`src/hdl/u8d_pkg.sv`:
```
// Shared types and codes of the UTF-8 stream decoder.
`timescale 1ns / 1ps

package u8d_pkg;

    // Result status codes
    localparam logic [1:0] ST_CHAR       = 2'd0;
    localparam logic [1:0] ST_INVALID    = 2'd1;
    localparam logic [1:0] ST_INCOMPLETE = 2'd2;

    // Continuation byte form: 10xxxxxx
    localparam logic [7:0] CONT_MASK = 8'hC0;
    localparam logic [7:0] CONT_TAG  = 8'h80;

    localparam int OUT_COUNT_W = 32;

    // Open sequence state
    typedef struct packed {
        logic [2:0]  len;       // 0 = no sequence open
        logic [2:0]  rcvd;
        logic [30:0] value;
        logic        bad;
        logic        dropping;
    } u8d_seq_t;

    localparam u8d_seq_t SEQ_IDLE = '0;

    // Lead byte decode: sequence length (0 = no form) and payload bits
    typedef struct packed {
        logic [2:0] len;
        logic [6:0] bits;
    } u8d_lead_t;

    // One result request
    typedef struct packed {
        logic [30:0]            code_point;
        logic [1:0]             status;
        logic                   done_res;
        logic [OUT_COUNT_W-1:0] byte_count;
    } u8d_res_t;

endpackage

```
`src/hdl/u8d_if.sv`:
```
// Valid/ready stream interfaces for the byte input and the result output.
`timescale 1ns / 1ps

interface u8d_in_if;
    logic       valid;
    logic       ready;
    logic [7:0] in_byte;
    logic       end_of_stream;

    modport source (output valid, output in_byte, output end_of_stream, input ready);
    modport sink   (input valid, input in_byte, input end_of_stream, output ready);
endinterface

interface u8d_out_if;
    logic        valid;
    logic        ready;
    logic [30:0] code_point;
    logic [1:0]  status;
    logic        done_res;
    logic [31:0] byte_count;

    modport source (output valid, output code_point, output status, output done_res,
                    output byte_count, input ready);
    modport sink   (input valid, input code_point, input status, input done_res,
                    input byte_count, output ready);
endinterface

```
`src/hdl/utf8_stream_decoder.sv`:
```
// UTF-8 (RFC 2279, up to 6-byte forms) stream decoder, top level.
// A result request is registered and appears in the cycle after its byte is accepted.
// Throughput: one byte per cycle; the output register holds one request and
// the input stalls only while that request waits on the sink.
// Reset: rst_n clears sequence state, byte counter and output valid at once.
`timescale 1ns / 1ps

module utf8_stream_decoder #(
    parameter int COUNT_WIDTH = 32
) (
    input  logic      clk,
    input  logic      rst_n,
    u8d_in_if.sink    bytes,
    u8d_out_if.source chars
);
    import u8d_pkg::*;

    // Decoder state: open sequence and per-stream byte count
    u8d_seq_t               seq_reg;
    u8d_seq_t               seq_next;
    logic [COUNT_WIDTH-1:0] count_reg;
    logic [COUNT_WIDTH-1:0] count_next;

    logic     accept;
    logic     can_take;
    logic     res_valid;
    u8d_res_t res;

    // A byte is taken whenever the result stage can take its request.
    // Bytes that make no result (mid-sequence, dropping) pass through too.
    assign bytes.ready = can_take;
    assign accept      = bytes.valid && can_take;

    u8d_step #(
        .COUNT_WIDTH (COUNT_WIDTH)
    ) u_step (
        .seq           (seq_reg),
        .count         (count_reg),
        .in_byte       (bytes.in_byte),
        .end_of_stream (bytes.end_of_stream),
        .seq_next      (seq_next),
        .count_next    (count_next),
        .res_valid     (res_valid),
        .res           (res)
    );

    always_ff @(posedge clk or negedge rst_n)
    begin
        if (!rst_n)
        begin
            seq_reg   <= SEQ_IDLE;
            count_reg <= '0;
        end
        else if (accept)
        begin
            seq_reg   <= seq_next;
            count_reg <= count_next;
        end
    end

    // Result register / handshake toward the sink
    u8d_out_reg u_out (
        .clk       (clk),
        .rst_n     (rst_n),
        .load      (accept),
        .res_valid (res_valid),
        .res       (res),
        .can_take  (can_take),
        .chars     (chars)
    );

`ifndef NO_ASSERTIONS
    // Dropping only happens with no sequence open
    a_drop_idle: assert property (@(posedge clk) disable iff (!rst_n)
        seq_reg.dropping |-> seq_reg.len == 3'd0)
        else $error("dropping with open sequence");

    // An open sequence never holds its full length
    a_rcvd_lt_len: assert property (@(posedge clk) disable iff (!rst_n)
        seq_reg.len != 3'd0 |-> (seq_reg.rcvd < seq_reg.len && seq_reg.len <= 3'd6))
        else $error("sequence byte count out of range");

    // End of stream returns all state to idle
    a_eos_clears: assert property (@(posedge clk) disable iff (!rst_n)
        accept && bytes.end_of_stream |=> (seq_reg == SEQ_IDLE && count_reg == '0))
        else $error("state not cleared at end of stream");

    // Error results always close the stream
    a_err_done: assert property (@(posedge clk) disable iff (!rst_n)
        chars.valid && chars.status != ST_CHAR |-> chars.done_res)
        else $error("error result without done mark");

    // An error result leaves the decoder dropping unless the stream ended
    a_err_drops: assert property (@(posedge clk) disable iff (!rst_n)
        accept && res_valid && res.status != ST_CHAR && !bytes.end_of_stream
        |=> seq_reg.dropping)
        else $error("error did not start dropping");
`endif

endmodule

```
`src/hdl/u8d_lead_decode.sv`:
```
// Lead byte classifier: sequence length and payload bits of a lead byte.
`timescale 1ns / 1ps

module u8d_lead_decode (
    input  logic [7:0]          lead,
    output u8d_pkg::u8d_lead_t  form
);
    import u8d_pkg::*;

    always_comb
    begin
        form = '0;
        priority if ((lead & 8'h80) == 8'h00)
        begin
            form.len  = 3'd1;
            form.bits = lead[6:0];
        end
        else if ((lead & 8'hE0) == 8'hC0)
        begin
            form.len  = 3'd2;
            form.bits = {2'b00, lead[4:0]};
        end
        else if ((lead & 8'hF0) == 8'hE0)
        begin
            form.len  = 3'd3;
            form.bits = {3'b000, lead[3:0]};
        end
        else if ((lead & 8'hF8) == 8'hF0)
        begin
            form.len  = 3'd4;
            form.bits = {4'b0000, lead[2:0]};
        end
        else if ((lead & 8'hFC) == 8'hF8)
        begin
            form.len  = 3'd5;
            form.bits = {5'b00000, lead[1:0]};
        end
        else if ((lead & 8'hFE) == 8'hFC)
        begin
            form.len  = 3'd6;
            form.bits = {6'b000000, lead[0]};
        end
        else
        begin
            form = '0;  // bare continuation, 0xFE, 0xFF
        end
    end

endmodule

```
`src/hdl/u8d_step.sv`:
```
// Next-state and result logic for one input byte.
`timescale 1ns / 1ps

module u8d_step #(
    parameter int COUNT_WIDTH = 32
) (
    input  u8d_pkg::u8d_seq_t       seq,
    input  logic [COUNT_WIDTH-1:0]  count,
    input  logic [7:0]              in_byte,
    input  logic                    end_of_stream,
    output u8d_pkg::u8d_seq_t       seq_next,
    output logic [COUNT_WIDTH-1:0]  count_next,
    output logic                    res_valid,
    output u8d_pkg::u8d_res_t       res
);
    import u8d_pkg::*;

    u8d_lead_t              form;
    u8d_seq_t               work;
    logic [COUNT_WIDTH:0]   sum;
    logic [COUNT_WIDTH-1:0] count_sat;
    logic [63:0]            count_wide;
    logic [63:0]            sat_wide;

    u8d_lead_decode u_lead (
        .lead (in_byte),
        .form (form)
    );

    // Sequence after this byte is folded in (lead or continuation)
    always_comb
    begin
        work = seq;
        if (seq.len == 3'd0)
        begin
            work.len   = form.len;
            work.rcvd  = 3'd1;
            work.value = {24'd0, form.bits};
            work.bad   = 1'b0;
        end
        else
        begin
            work.bad   = seq.bad | ((in_byte & CONT_MASK) != CONT_TAG);
            work.value = {seq.value[24:0], in_byte[5:0]};
            work.rcvd  = seq.rcvd + 3'd1;
        end
    end

    // Saturating byte counter
    assign sum        = {1'b0, count} + (COUNT_WIDTH + 1)'(work.len);
    assign count_sat  = sum[COUNT_WIDTH] ? '1 : sum[COUNT_WIDTH-1:0];
    assign count_wide = 64'(count);
    assign sat_wide   = 64'(count_sat);

    always_comb
    begin
        seq_next       = seq;
        count_next     = count;
        res_valid      = 1'b0;
        res            = '0;
        res.byte_count = count_wide[OUT_COUNT_W-1:0];

        if (seq.dropping)
        begin
            if (end_of_stream)
            begin
                seq_next   = SEQ_IDLE;
                count_next = '0;
            end
        end
        else if (seq.len == 3'd0 && form.len == 3'd0)
        begin
            // bad lead byte
            res_valid         = 1'b1;
            res.status        = ST_INVALID;
            res.done_res      = 1'b1;
            seq_next          = SEQ_IDLE;
            seq_next.dropping = !end_of_stream;
            if (end_of_stream)
                count_next = '0;
        end
        else
        begin
            seq_next = work;
            if (work.rcvd >= work.len)
            begin
                seq_next  = SEQ_IDLE;
                res_valid = 1'b1;
                if (work.bad)
                begin
                    res.status        = ST_INVALID;
                    res.done_res      = 1'b1;
                    seq_next.dropping = !end_of_stream;
                end
                else
                begin
                    res.code_point = work.value;
                    res.status     = ST_CHAR;
                    res.done_res   = end_of_stream;
                    res.byte_count = sat_wide[OUT_COUNT_W-1:0];
                    count_next     = count_sat;
                end
            end
            else if (end_of_stream)
            begin
                res_valid    = 1'b1;
                res.status   = ST_INCOMPLETE;
                res.done_res = 1'b1;
            end

            if (end_of_stream)
            begin
                seq_next   = SEQ_IDLE;
                count_next = '0;
            end
        end
    end

endmodule

```
`src/hdl/u8d_out_reg.sv`:
```
// Result register stage with valid/ready handshake toward the sink.
`timescale 1ns / 1ps

module u8d_out_reg (
    input  logic              clk,
    input  logic              rst_n,
    input  logic              load,
    input  logic              res_valid,
    input  u8d_pkg::u8d_res_t res,
    output logic              can_take,
    u8d_out_if.source         chars
);
    import u8d_pkg::*;

    logic     valid_reg;
    logic     valid_next;
    u8d_res_t res_reg;

    // Stage frees up when empty or when its request is taken this cycle
    assign can_take   = !valid_reg || chars.ready;
    assign valid_next = can_take ? (load && res_valid) : valid_reg;

    always_ff @(posedge clk or negedge rst_n)
    begin
        if (!rst_n)
            valid_reg <= 1'b0;
        else
            valid_reg <= valid_next;
    end

    always_ff @(posedge clk)
    begin
        if (load && res_valid)
            res_reg <= res;
    end

    assign chars.valid      = valid_reg;
    assign chars.code_point = res_reg.code_point;
    assign chars.status     = res_reg.status;
    assign chars.done_res   = res_reg.done_res;
    assign chars.byte_count = res_reg.byte_count;

endmodule
```
`src/flat_wrapper.sv`:
```
// flat-port wrapper written by rule: the top's interface ports become plain ports
module utf8_stream_decoder_flat import u8d_pkg::*;
#(
    parameter int COUNT_WIDTH = 32
)
  (clk, rst_n, bytes_valid, bytes_in_byte, bytes_end_of_stream, bytes_ready, chars_valid, chars_code_point, chars_status, chars_done_res, chars_byte_count, chars_ready);
  u8d_in_if bytes_i ();
  u8d_out_if chars_i ();
  input  logic clk;
  input  logic rst_n;
  input wire logic [$bits(bytes_i.valid)-1:0] bytes_valid;
  input wire logic [$bits(bytes_i.in_byte)-1:0] bytes_in_byte;
  input wire logic [$bits(bytes_i.end_of_stream)-1:0] bytes_end_of_stream;
  output wire logic [$bits(bytes_i.ready)-1:0] bytes_ready;
  output wire logic [$bits(chars_i.valid)-1:0] chars_valid;
  output wire logic [$bits(chars_i.code_point)-1:0] chars_code_point;
  output wire logic [$bits(chars_i.status)-1:0] chars_status;
  output wire logic [$bits(chars_i.done_res)-1:0] chars_done_res;
  output wire logic [$bits(chars_i.byte_count)-1:0] chars_byte_count;
  input wire logic [$bits(chars_i.ready)-1:0] chars_ready;
  assign bytes_i.valid = bytes_valid;
  assign bytes_i.in_byte = bytes_in_byte;
  assign bytes_i.end_of_stream = bytes_end_of_stream;
  assign bytes_ready = bytes_i.ready;
  assign chars_valid = chars_i.valid;
  assign chars_code_point = chars_i.code_point;
  assign chars_status = chars_i.status;
  assign chars_done_res = chars_i.done_res;
  assign chars_byte_count = chars_i.byte_count;
  assign chars_i.ready = chars_ready;
  utf8_stream_decoder #(.COUNT_WIDTH(COUNT_WIDTH)) u_core (.clk(clk), .rst_n(rst_n), .bytes(bytes_i), .chars(chars_i));
endmodule
```
`config.mk`:
```
export PLATFORM = sky130hd
export DESIGN_NAME = utf8_stream_decoder_flat
export DESIGN_NICKNAME = d
export VERILOG_FILES = /design/src/hdl/u8d_pkg.sv /design/src/hdl/u8d_if.sv /design/src/hdl/utf8_stream_decoder.sv /design/src/hdl/u8d_lead_decode.sv /design/src/hdl/u8d_step.sv /design/src/hdl/u8d_out_reg.sv /design/src/flat_wrapper.sv
export SDC_FILE = /design/constraint.sdc
export NUM_CORES = 1
export LEC_CHECK = 0
export ABC_AREA = 1
export BUFFER_PORTS_ARGS = -buffer_cell sky130_fd_sc_hd__buf_4
export CORE_ASPECT_RATIO = 0.7
export CORE_UTILIZATION = 35
export DETAILED_ROUTE_END_ITERATION = 10
export MAX_ROUTING_LAYER = met4
export PLACE_DENSITY = 0.62
export SYNTH_ARGS = -nofsm -noshare
export SYNTH_HDL_FRONTEND = slang
export SYNTH_SLANG_ARGS = --single-unit
```
`constraint.sdc`:
```
create_clock -name clk -period 14.3 [get_ports clk]
set_clock_uncertainty 0.05 [all_clocks]
set_input_delay 1.43 -clock clk [delete_from_list [all_inputs] [get_ports clk]]
set_output_delay 1.43 -clock clk [all_outputs]
set_load 0.005 [all_outputs]
```
==> results of run 1 <==
[kinds of logic (layout without fill, tap and decap cells)]
kind of cell	count (synthesis)	after routing	synth area share, %
buffers and inverters	185	251	10.2
AOI/OAI and AO/OA	148	148	9.93
xor gates and xnor gates	4	4	0.450
adders and majority gates	8	8	1.38
DFF	132	132	46.7
and+or+nand+nor	543	543	31.4
[metrics by stage]
| stage | setup slack (ns) | hold slack, ns | cell area, µm² |
|---|---|---|---|
| floorplan | 7.92 | 0.397 | 7780 |
| detailed placement | 8.43 | 0.418 | 8500 |
| global route | 8.50 | 0.468 | 9070 |
| global placement | 8.53 | 0.413 | 8500 |
| finish | 8.83 | 0.433 | 9070 |
| CTS | 8.89 | 0.432 | 9070 |
[cell usage in the layout, fill, tap and decap left out, types with 7 or more instances in the layout]
cell type and n:
a21oi_1 39, buf_4 86, clkbuf_16 17, dfrtp_1 66
edfxtp_1 66, ha_1 7, inv_1 116, inv_2 14
nand2_1 309, nand2_2 9, nand3_1 124, nand4_1 12
nor2_1 53, nor2_4 9, nor3_1 9, o21ai_0 18
o21ai_1 77
[critical path: stages]
cell	delay [ns]
buf_4	0.12
nand2_1	0.14
inv_1	0.06
nand2_1	0.08
nand2_2	0.08
nor2_4	0.13
nand3_2	0.62
nand2_2	0.34
inv_2	0.30
nand2_2	0.54
inv_2	0.20
nor2_4	0.84
buf_4	0.57
[where the power goes]
part           total (W)  leakage [nW]  switching (W)  internal (W)
Clock           0.000426         0.268       0.000180      0.000247
Combinational   0.000412          2.47       0.000262      0.000150
Sequential      0.000589          1.52      0.0000953      0.000494
Total            0.00143          4.25       0.000537      0.000890
[per-layer routing]
metal,track usage [%],vias to the layer above,share of wire (%)
met3,3.33,29,7.1
met5,-,-,0
met4,5.93,0,1.2
li1,-,3437,-
met1,30.8,3111,53
met2,25.5,259,39
[layout make-up]
cell class	instances	area share, %
Clock buffer	20	4.92
Multi-Input combinational cell	703	37.2
Tap cell	282	3.89
Clock inverter	12	1.35
Inverter	133	5.50
Timing Repair Buffer	86	7.12
Sequential cell	132	40.1
[path summary, 6_finish.rpt]
path	slack, ns	endpoint	cells past startpoint
max	8.83	u_core.u_out.chars.code_point[3]	13
min	0.43	u_core.seq_reg[2]	2
max reg2reg	9.15	u_core.u_out.chars.code_point[3]	12
min reg2reg	0.43	u_core.seq_reg[2]	2
max in group asynchronous	12.51	u_core.count_reg[2]	1
min in group asynchronous	1.09	u_core.count_reg[29]	1
[synthesized netlist by cell type, drive strengths merged]
cell type | number | share of area (%)
o21bai | 1 | 0.096
buf | 31 | 2.7
nand3 | 126 | 8.2
o21ai | 96 | 6.2
o31ai | 6 | 0.58
a21oi | 39 | 2.5
a22o | 1 | 0.11
o211ai | 1 | 0.096
edfxtp | 66 | 25
dfrtp | 66 | 21
xor2 | 2 | 0.23
clkbuf | 21 | 1.0
nor3 | 12 | 1.1
nand3b | 1 | 0.096
nor2 | 64 | 3.9
a31oi | 3 | 0.24
ha | 7 | 1.1
clkinv | 3 | 0.14
xnor2 | 2 | 0.23
nand2 | 321 | 16
fa | 1 | 0.26
nand4 | 15 | 1.7
o22ai | 1 | 0.080
inv | 130 | 6.3
nor3b | 1 | 0.096
or2 | 3 | 0.24
==> impl_metrics.tcl, run 1 <==
set metrics [dict create \
    dp_hpwl_um 13900 \
    ff_latch_area_um2 3630 \
    overflow 0 \
    dr.pass1.iters 6 \
    dieArea_um2 22900 \
    syn_nets 1041 \
    finalSetupTns_ns 0 \
    grt_pass1_wl_um 34600 \
    start_util_pct 35.8 \
    fin_util_pct 41.7 \
    cts_resized 0 \
    placeableCoreArea_um2 21700 \
    dieWidth_um 180 \
    syn_area_um2 7780 \
    antenna_found_initial 0 \
    worstSetupEndpointType "register" \
    fmax_mhz 183 \
    yosysSeqAreaShare_pct 46.7 \
    vias 6836 \
    multi_input_area_um2 3370 \
    htree_num_levels 4 \
    ys_types 42 \
    post_cts_buffers 0 \
    syn-instance-count 1020 \
    worst_ep_required_time_ns 14.32 \
    crit_type "primary input to register" \
    cts_buffers 17 \
    drive_gt1_share_pct 15.0 \
    hold_start "u_core.seq_reg[2]" \
    chipHeight_um 127 \
    cts_sinks 132 \
    cts_buffer_depth 2 \
    max-slew-margin-rel_pct 18.0 \
    detail-route-antenna-nets 0 \
    finalPower_w 0.00143 \
    hold_viol_final 0 \
    p_leak_nw 4.25 \
    p_per_area_nw_per_um2 157 \
    irDropWorstVdd_mv 0.0687 \
    drcViolationCount 0 \
    gp_congestion 0.846 \
    max_cap_violations 0 \
    dp_cells 1336 \
    wl_per_cell_um 15.4 \
    cp_max_fo 35 \
    yosys_register_bits 132 \
    largest_reg_flops 33 \
    port_buffers 80 \
    grt_max_degree 67 \
    vias_per_cell 5.00 \
    n_fill_cell 2189 \
    yosys_warnings 0 \
    clk_pin_slew_ns 0.06 \
    postRouteWirelength_um 21000 \
    cts_tree "done" \
    clk-insertion-delay-late_ns 0.43 \
    grt_pass1_vias 6265 \
    hold_class "register to register" \
    cts_root_buffer "clkbuf_16" \
    r2r_start "u_core.seq_reg[36]" \
    arrival_ns 5.49 \
    io_pins 81 \
    rsz0062_at_grt "no" \
    first_iter_violations 694 \
    worstMarginPinSlew_ns 1.23 \
    track_usage_pct 19.8 \
    synth_area_per_cell_um2 7.63 \
    slew_viol_final 0 \
    fin_cells 1368 \
    diodes 0 \
    period_share_pct 38.2 \
    setup_violations 0 \
    crit_start "bytes_in_byte[7]" \
    period_needed_ns 5.47 \
    cp-start-kind "primary input" \
    postCtsHoldBufs 0 \
    rows 45 \
    status "finished clean" \
    area_delta_synth_final_pct 16.5 \
    nets 1094 \
]
No activity file was read; power rests on OpenSTA's default activity.
==> run 2: changes to the inputs <==
--- a/config.mk
+++ b/config.mk
@@ -5,13 +5,13 @@
 export SDC_FILE = /design/constraint.sdc
 export NUM_CORES = 1
 export LEC_CHECK = 0
-export ABC_AREA = 1
+export ABC_AREA = 0
 export BUFFER_PORTS_ARGS = -buffer_cell sky130_fd_sc_hd__buf_4
 export CORE_ASPECT_RATIO = 0.7
 export CORE_UTILIZATION = 35
 export DETAILED_ROUTE_END_ITERATION = 10
 export MAX_ROUTING_LAYER = met4
-export PLACE_DENSITY = 0.62
+export PLACE_DENSITY = 0.63
 export SYNTH_ARGS = -nofsm -noshare
 export SYNTH_HDL_FRONTEND = slang
 export SYNTH_SLANG_ARGS = --single-unit
==> constraint.sdc (replaced) <==
create_clock -name clk -period 5.1 [get_ports clk]
set_clock_uncertainty 0.05 [all_clocks]
set_input_delay 0.51 -clock clk [delete_from_list [all_inputs] [get_ports clk]]
set_output_delay 0.51 -clock clk [all_outputs]
set_load 0.005 [all_outputs]
==> run 2 against run 1 <==
Against the previous run: critical path type is now register to register; non-clock buffer count is 5 higher; core utilization is 2.0 points higher; hold slack worse by 0.27 ns; clock-buffer cell count is 1 lower; global-route usage is 1.5 points higher; final cell count is 31% lower; sequential share of layout area is 5.8 points higher; area after synthesis is 17% lower; wire length is 11% lower; sequential power is 120% higher; critical path depth is 2 lower; clock power grew to 2.8 times the previous value; critical endpoint is now u_core.u_out.chars.code_point[7].
==> impl_metrics.tcl, run 2 <==
set metrics [dict create \
    multi_input_area_um2 2680 \
    drive_gt1_share_pct 19.5 \
    final_cell_mix "buf_4 (91), dfrtp_1 (66), edfxtp_1 (66)" \
    worstSetupEndpointType "register" \
    synth_area_leaders "edfxtp_1 (31%), dfrtp_1 (25%), a21oi_1 (4.2%)" \
    dieArea_um2 19100 \
    syn-instance-count 622 \
    syn_area_um2 6490 \
    vias_per_cell 5.83 \
    max-slew-margin-rel_pct 21.2 \
    crit_start "u_core.seq_reg[36]" \
    yosysSeqAreaShare_pct 56.0 \
    fin_cells 944 \
    fmax_mhz 253 \
    dieWidth_um 165 \
    yosys_warnings 0 \
    worstMarginPinSlew_ns 1.18 \
    overflow 0 \
    r2r_start "u_core.seq_reg[36]" \
    dr.pass1.iters 5 \
    yosys.area.top_type "edfxtp_1" \
    cts_sinks 132 \
    cp-start-kind "register" \
    cts_resized 0 \
    dpl-instance-area_um2 7340 \
    ff_latch_area_um2 3630 \
    hold_viol_final 0 \
    cts_buffer_depth 2 \
    cts_tree "done" \
    htree_num_levels 4 \
    p_leak_nw 3.23 \
    diodes 0 \
    synthArstFlopShare_pct 50.0 \
    antenna_found_initial 0 \
    synth-edff-count 66 \
    period_needed_ns 3.96 \
    syn_nets 643 \
    dp_cells 912 \
    cts_root_buffer "clkbuf_16" \
    area_delta_synth_final_pct 22.1 \
    hold_class "primary input to asynchronous set/reset pin" \
    gp_congestion 0.927 \
    track_usage_pct 21.3 \
    worstRegToRegCells 11 \
    setup_violations 0 \
    status "finished clean" \
    synth_area_per_cell_um2 10.4 \
    ys_types 60 \
    cts_buffers 17 \
    chipHeight_um 116 \
    finalSetupTns_ns 0 \
    rsz0062_at_grt "no" \
    slew_viol_final 0 \
    yosys_register_bits 132 \
    nets 716 \
    postCtsHoldBufs 0 \
    worst_ep_required_time_ns 5.33 \
    crit_end "u_core.u_out.chars.code_point[7]" \
    period_share_pct 77.6 \
    synth_common_cells "dfrtp_1 (66), edfxtp_1 (66), a21oi_1 (54)" \
    io_pins 81 \
    ys.flop_type "edfxtp_1" \
    p_per_area_nw_per_um2 370 \
    largest_reg_flops 33 \
    rows 41 \
    n_fill_cell 1678 \
    cp_max_fo 24 \
    clk-insertion-delay-late_ns 0.42 \
    arrival_ns 4.19 \
    dp_hpwl_um 12900 \
    start_util_pct 35.9 \
    fin_area_um2 7930 \
    mostFrequentLayoutCell "buf_4" \
    wl_per_cell_um 19.9 \
    post_cts_buffers 0 \
    irDropWorstVdd_mv 0.185 \
    detail-route-antenna-nets 0 \
    crit_type "register to register" \
    postRouteWirelength_um 18700 \
    grt_pass1_vias 5258 \
    max_cap_violations 0 \
    rrSetupSlack_ns 1.14 \
    synth.top_cell.area_share_pct 30.5 \
    r2r-end "u_core.u_out.chars.code_point[7]" \
    vias 5501 \
    port_buffers 80 \
    first_iter_violations 618 \
    clk_pin_slew_ns 0.06 \
    grt_max_degree 67 \
    placeableCoreArea_um2 18100 \
    drcViolationCount 0 \
    grt_pass1_wl_um 29500 \
]
## run 2: cells by family (layout without fill, tap and decap cells)
| kind of cell | count (synthesis) | count (layout) | share of synthesized area, % |
|---|---|---|---|
| adders and majority gates | 8 | 8 | 1.66 |
| and+or+nand+nor | 230 | 230 | 19.2 |
| DFF | 132 | 132 | 56.0 |
| buffers and inverters | 51 | 137 | 3.20 |
| AOI/OAI and AO/OA | 199 | 199 | 19.7 |
| muxes | 1 | 1 | 0.173 |
| xor gates and xnor gates | 1 | 1 | 0.135 |
## run 2: per-stage QoR
stage / util (%) / hold slack (ns) / setup WS (ns) / power [W]
6_report: 43.8 / 0.161 / 1.14 / 0.00294
5_1_grt: 43.8 / 0.223 / 0.841 / 0.00305
4_1_cts: 43.8 / 0.195 / 1.20 / 0.00297
3_5_place_dp: 40.6 / 0.425 / 0.932 / 0.00175
3_3_place_gp: 40.6 / 0.426 / 1.08 / 0.00174
2_1_floorplan: - / 0.164 / 0.708 / 0.00150
## run 2: critical path, cell delays in order, from the launching register on
cell,delay [ns]
dfrtp_1,0.42
or3_4,0.49
nor2_1,0.13
a21oi_1,0.21
ha_1,0.35
nand2_1,0.07
o21a_1,0.36
nor2_1,0.31
nand2_1,0.09
buf_4,0.20
nor2_1,0.88
and2_1,0.25
## run 2: how the worst min path moves through the flow
stage | depth (start not counted) | endpoint | from
2_1_floorplan | 0 | u_core.count_reg[0] | rst_n
3_3_place_gp | 2 | u_core.seq_reg[2] | u_core.seq_reg[2]
3_5_place_dp | 2 | u_core.seq_reg[2] | u_core.seq_reg[2]
4_1_cts | 1 | u_core.seq_reg[38] | rst_n
5_1_grt | 1 | u_core.seq_reg[38] | rst_n
6_report | 1 | u_core.seq_reg[38] | rst_n
## run 2: area by class of cell
cell class,instances,area share (%)
inverters,14,0.663
multi-input cells,439,33.8
clock buffers,19,5.59
well taps,236,3.73
repair buffers,91,8.62
clock inverters,13,1.74
flip-flops and latches,132,45.8
## run 2: where the power goes
group | leakage [nW] | total [W] | internal [W] | switching (W)
sequential | 1.56 | 0.00127 | 0.00123 | 0.0000400
combinational | 1.39 | 0.000469 | 0.000161 | 0.000308
clock | 0.279 | 0.00120 | 0.000699 | 0.000500
total | 3.23 | 0.00294 | 0.00209 | 0.000848
## run 2: metal layers
layer | up-vias | track usage, % | share of wire (%)
li1 | 2507 | - | -
met1 | 2681 | 30.6 | 47
met4 | 0 | 6.42 | 1.1
met3 | 21 | 5.73 | 9.9
met2 | 292 | 28.9 | 42
met5 | - | - | 0
==> run 3: changes to the inputs <==
--- a/config.mk
+++ b/config.mk
@@ -5,13 +5,13 @@
 export SDC_FILE = /design/constraint.sdc
 export NUM_CORES = 1
 export LEC_CHECK = 0
-export ABC_AREA = 0
+export ABC_AREA = 1
 export BUFFER_PORTS_ARGS = -buffer_cell sky130_fd_sc_hd__buf_4
 export CORE_ASPECT_RATIO = 0.7
 export CORE_UTILIZATION = 35
 export DETAILED_ROUTE_END_ITERATION = 10
 export MAX_ROUTING_LAYER = met4
-export PLACE_DENSITY = 0.63
+export PLACE_DENSITY = 0.64
 export SYNTH_ARGS = -nofsm -noshare
 export SYNTH_HDL_FRONTEND = slang
 export SYNTH_SLANG_ARGS = --single-unit
==> constraint.sdc (replaced) <==
create_clock -name clk -period 3.2 [get_ports clk]
set_clock_uncertainty 0.05 [all_clocks]
set_input_delay 0.32 -clock clk [delete_from_list [all_inputs] [get_ports clk]]
set_output_delay 0.32 -clock clk [all_outputs]
set_load 0.005 [all_outputs]
==> run 3 against run 2 <==
Against the previous run: the flow now finishes with violations (negative hold slack); sequential power is 110% higher; final area is 20% higher; clock power is 74% higher; combinational power grew to 4.2 times the previous value; critical path type unchanged.
==> impl_metrics.tcl, run 3 (synthesis gave the netlist of run 1 again) <==
set metrics [dict create \
    cts_buffers 17 \
    failed_checks "negative hold slack" \
    postRouteWirelength_um 22300 \
    period_share_pct 94.0 \
    postCtsHoldBufs 0 \
    mostFrequentLayoutCell "nand2_1" \
    worstRegToRegCells 21 \
    cts_root_buffer "clkbuf_16" \
    detail-route-antenna-nets 0 \
    gp_congestion 0.898 \
    overflow 0 \
    arrival_ns 3.14 \
    dp_cells 1373 \
    rows 45 \
    clk_pin_slew_ns 0.06 \
    placeableCoreArea_um2 21700 \
    rsz0062_at_grt "yes" \
    start_util_pct 35.8 \
    grt_pass1_vias 6566 \
    final_cell_mix "nand2_1 (308), nand3_1 (122), buf_4 (120)" \
    n_fill_cell 2146 \
    max_cap_violations 0 \
    fin_cells 1408 \
    area_delta_synth_final_pct 22.3 \
    setup_violations 0 \
    cp-start-kind "register" \
    hold_viol_final 29 \
    cts_tree "done" \
    clk-insertion-delay-late_ns 0.43 \
    irDropWorstVdd_mv 0.464 \
    dieArea_um2 22900 \
    worstMarginPinSlew_ns 0.926 \
    cp_max_fo 6 \
    hold_class "primary input to asynchronous set/reset pin" \
    worstSetupEndpointType "register" \
    crit_type "register to register" \
    largest_reg_flops 33 \
    fin_util_pct 43.8 \
    io_pins 81 \
    vias 7150 \
    vias_per_cell 5.08 \
    wl_per_cell_um 15.8 \
    dp_hpwl_um 14600 \
    nets 1134 \
    cts_buffer_depth 2 \
    cts_sinks 132 \
    dr.pass1.iters 5 \
    period_needed_ns 3.01 \
    diodes 0 \
    port_buffers 80 \
    first_iter_violations 808 \
    max-slew-margin-rel_pct 38.3 \
    whs_ns -0.0497 \
    status "finished, violations left" \
    p_per_area_nw_per_um2 702 \
    worst_ep_required_time_ns 3.33 \
    htree_num_levels 4 \
    chipHeight_um 127 \
    dieWidth_um 180 \
    grt_pass1_wl_um 35600 \
    antenna_found_initial 0 \
    fmax_mhz 333 \
    drcViolationCount 0 \
    track_usage_pct 20.5 \
    p_leak_nw 4.52 \
    finalPower_w 0.00668 \
    slew_viol_final 0 \
    drive_gt1_share_pct 18.9 \
    grt_max_degree 67 \
]
run 3: cell types whose count changed in the layout (fill, tap and decap cells not counted), sizes merged, moves of 33 or more:
cell,delta
nand2,+279
inv,+113
nand3,+104
o21ai,+49
and2,-34
buf,+33
run 3: worst max-delay path: stages, from the launching register on:
cell and delay (ns):
dfrtp_1 0.38, nor2_4 0.06, nand2_4 0.10, nor2_4 0.05, inv_2 0.07, nor3_1 0.05
a21oi_1 0.18, ha_1 0.20, inv_1 0.06, fa_1 0.42, inv_1 0.07, nand3_1 0.11
nand2_4 0.15, nand2_2 0.09, nor3_4 0.14, buf_4 0.14, buf_4 0.10, nand2_1 0.04
nand2_1 0.06, nand3_1 0.09, nand2_1 0.07, o21ai_1 0.06
run 3: final timing paths:
check,from,end,slack [ns]
worst max-delay path,u_core.seq_reg[37],u_core.u_out.chars.byte_count[24],0.19
worst min-delay path,rst_n,u_core.count_reg[31],-0.05
worst max register to register,u_core.seq_reg[37],u_core.u_out.chars.byte_count[24],0.19
worst min register to register,u_core.seq_reg[2],u_core.seq_reg[2],0.43
max in group asynchronous,rst_n,u_core.count_reg[21],2.53
min in group clk,bytes_in_byte[5],u_core.seq_reg[7],0.17
run 3: power by group:
group / switching, W / internal [W] / total [W]
combinational: 0.00123 / 0.000726 / 0.00195
sequential: 0.000426 / 0.00221 / 0.00263
clock: 0.000815 / 0.00128 / 0.00209
total: 0.00247 / 0.00421 / 0.00668
run 3: repair_timing:
item | in CTS | in global routing
resized for setup | 0 | 5
buffers inserted | 0 | 1
setup endpoints to repair | 0 | 113
endpoints found under the hold margin | 0 | 0
run 3: metrics by stage:
step                      setup TNS, ns  instance area, µm²  setup slack (ns)
final                                 0                9520             0.193
after global routing             -0.246                9520           -0.0597
after global placement                0                8860           0.00447
after CTS                             0                9480            0.0579
after detailed placement          -1.12                8860           -0.0417
after floorplan                  -0.678                7840           -0.0103
run 3: cell type report:
| type | instances | area, µm² | share of cell area, % |
|---|---|---|---|
| flip-flops and latches | 132 | 3630 | 38.2 |
| multi-input cells | 705 | 3430 | 36.1 |
| repair buffers | 124 | 972 | 10.2 |
| inverters | 133 | 504 | 5.30 |
| clock buffers | 19 | 453 | 4.76 |
| well taps | 282 | 353 | 3.71 |
| clock inverters | 13 | 170 | 1.79 |
run 3: metal layers:
metal	global-route usage, %	share of wire (%)	vias up
met5	-	0	-
met4	6.39	1.2	0
met3	4.51	7.3	24
met2	27.5	40	249
met1	30.3	52	3363
li1	-	-	3514
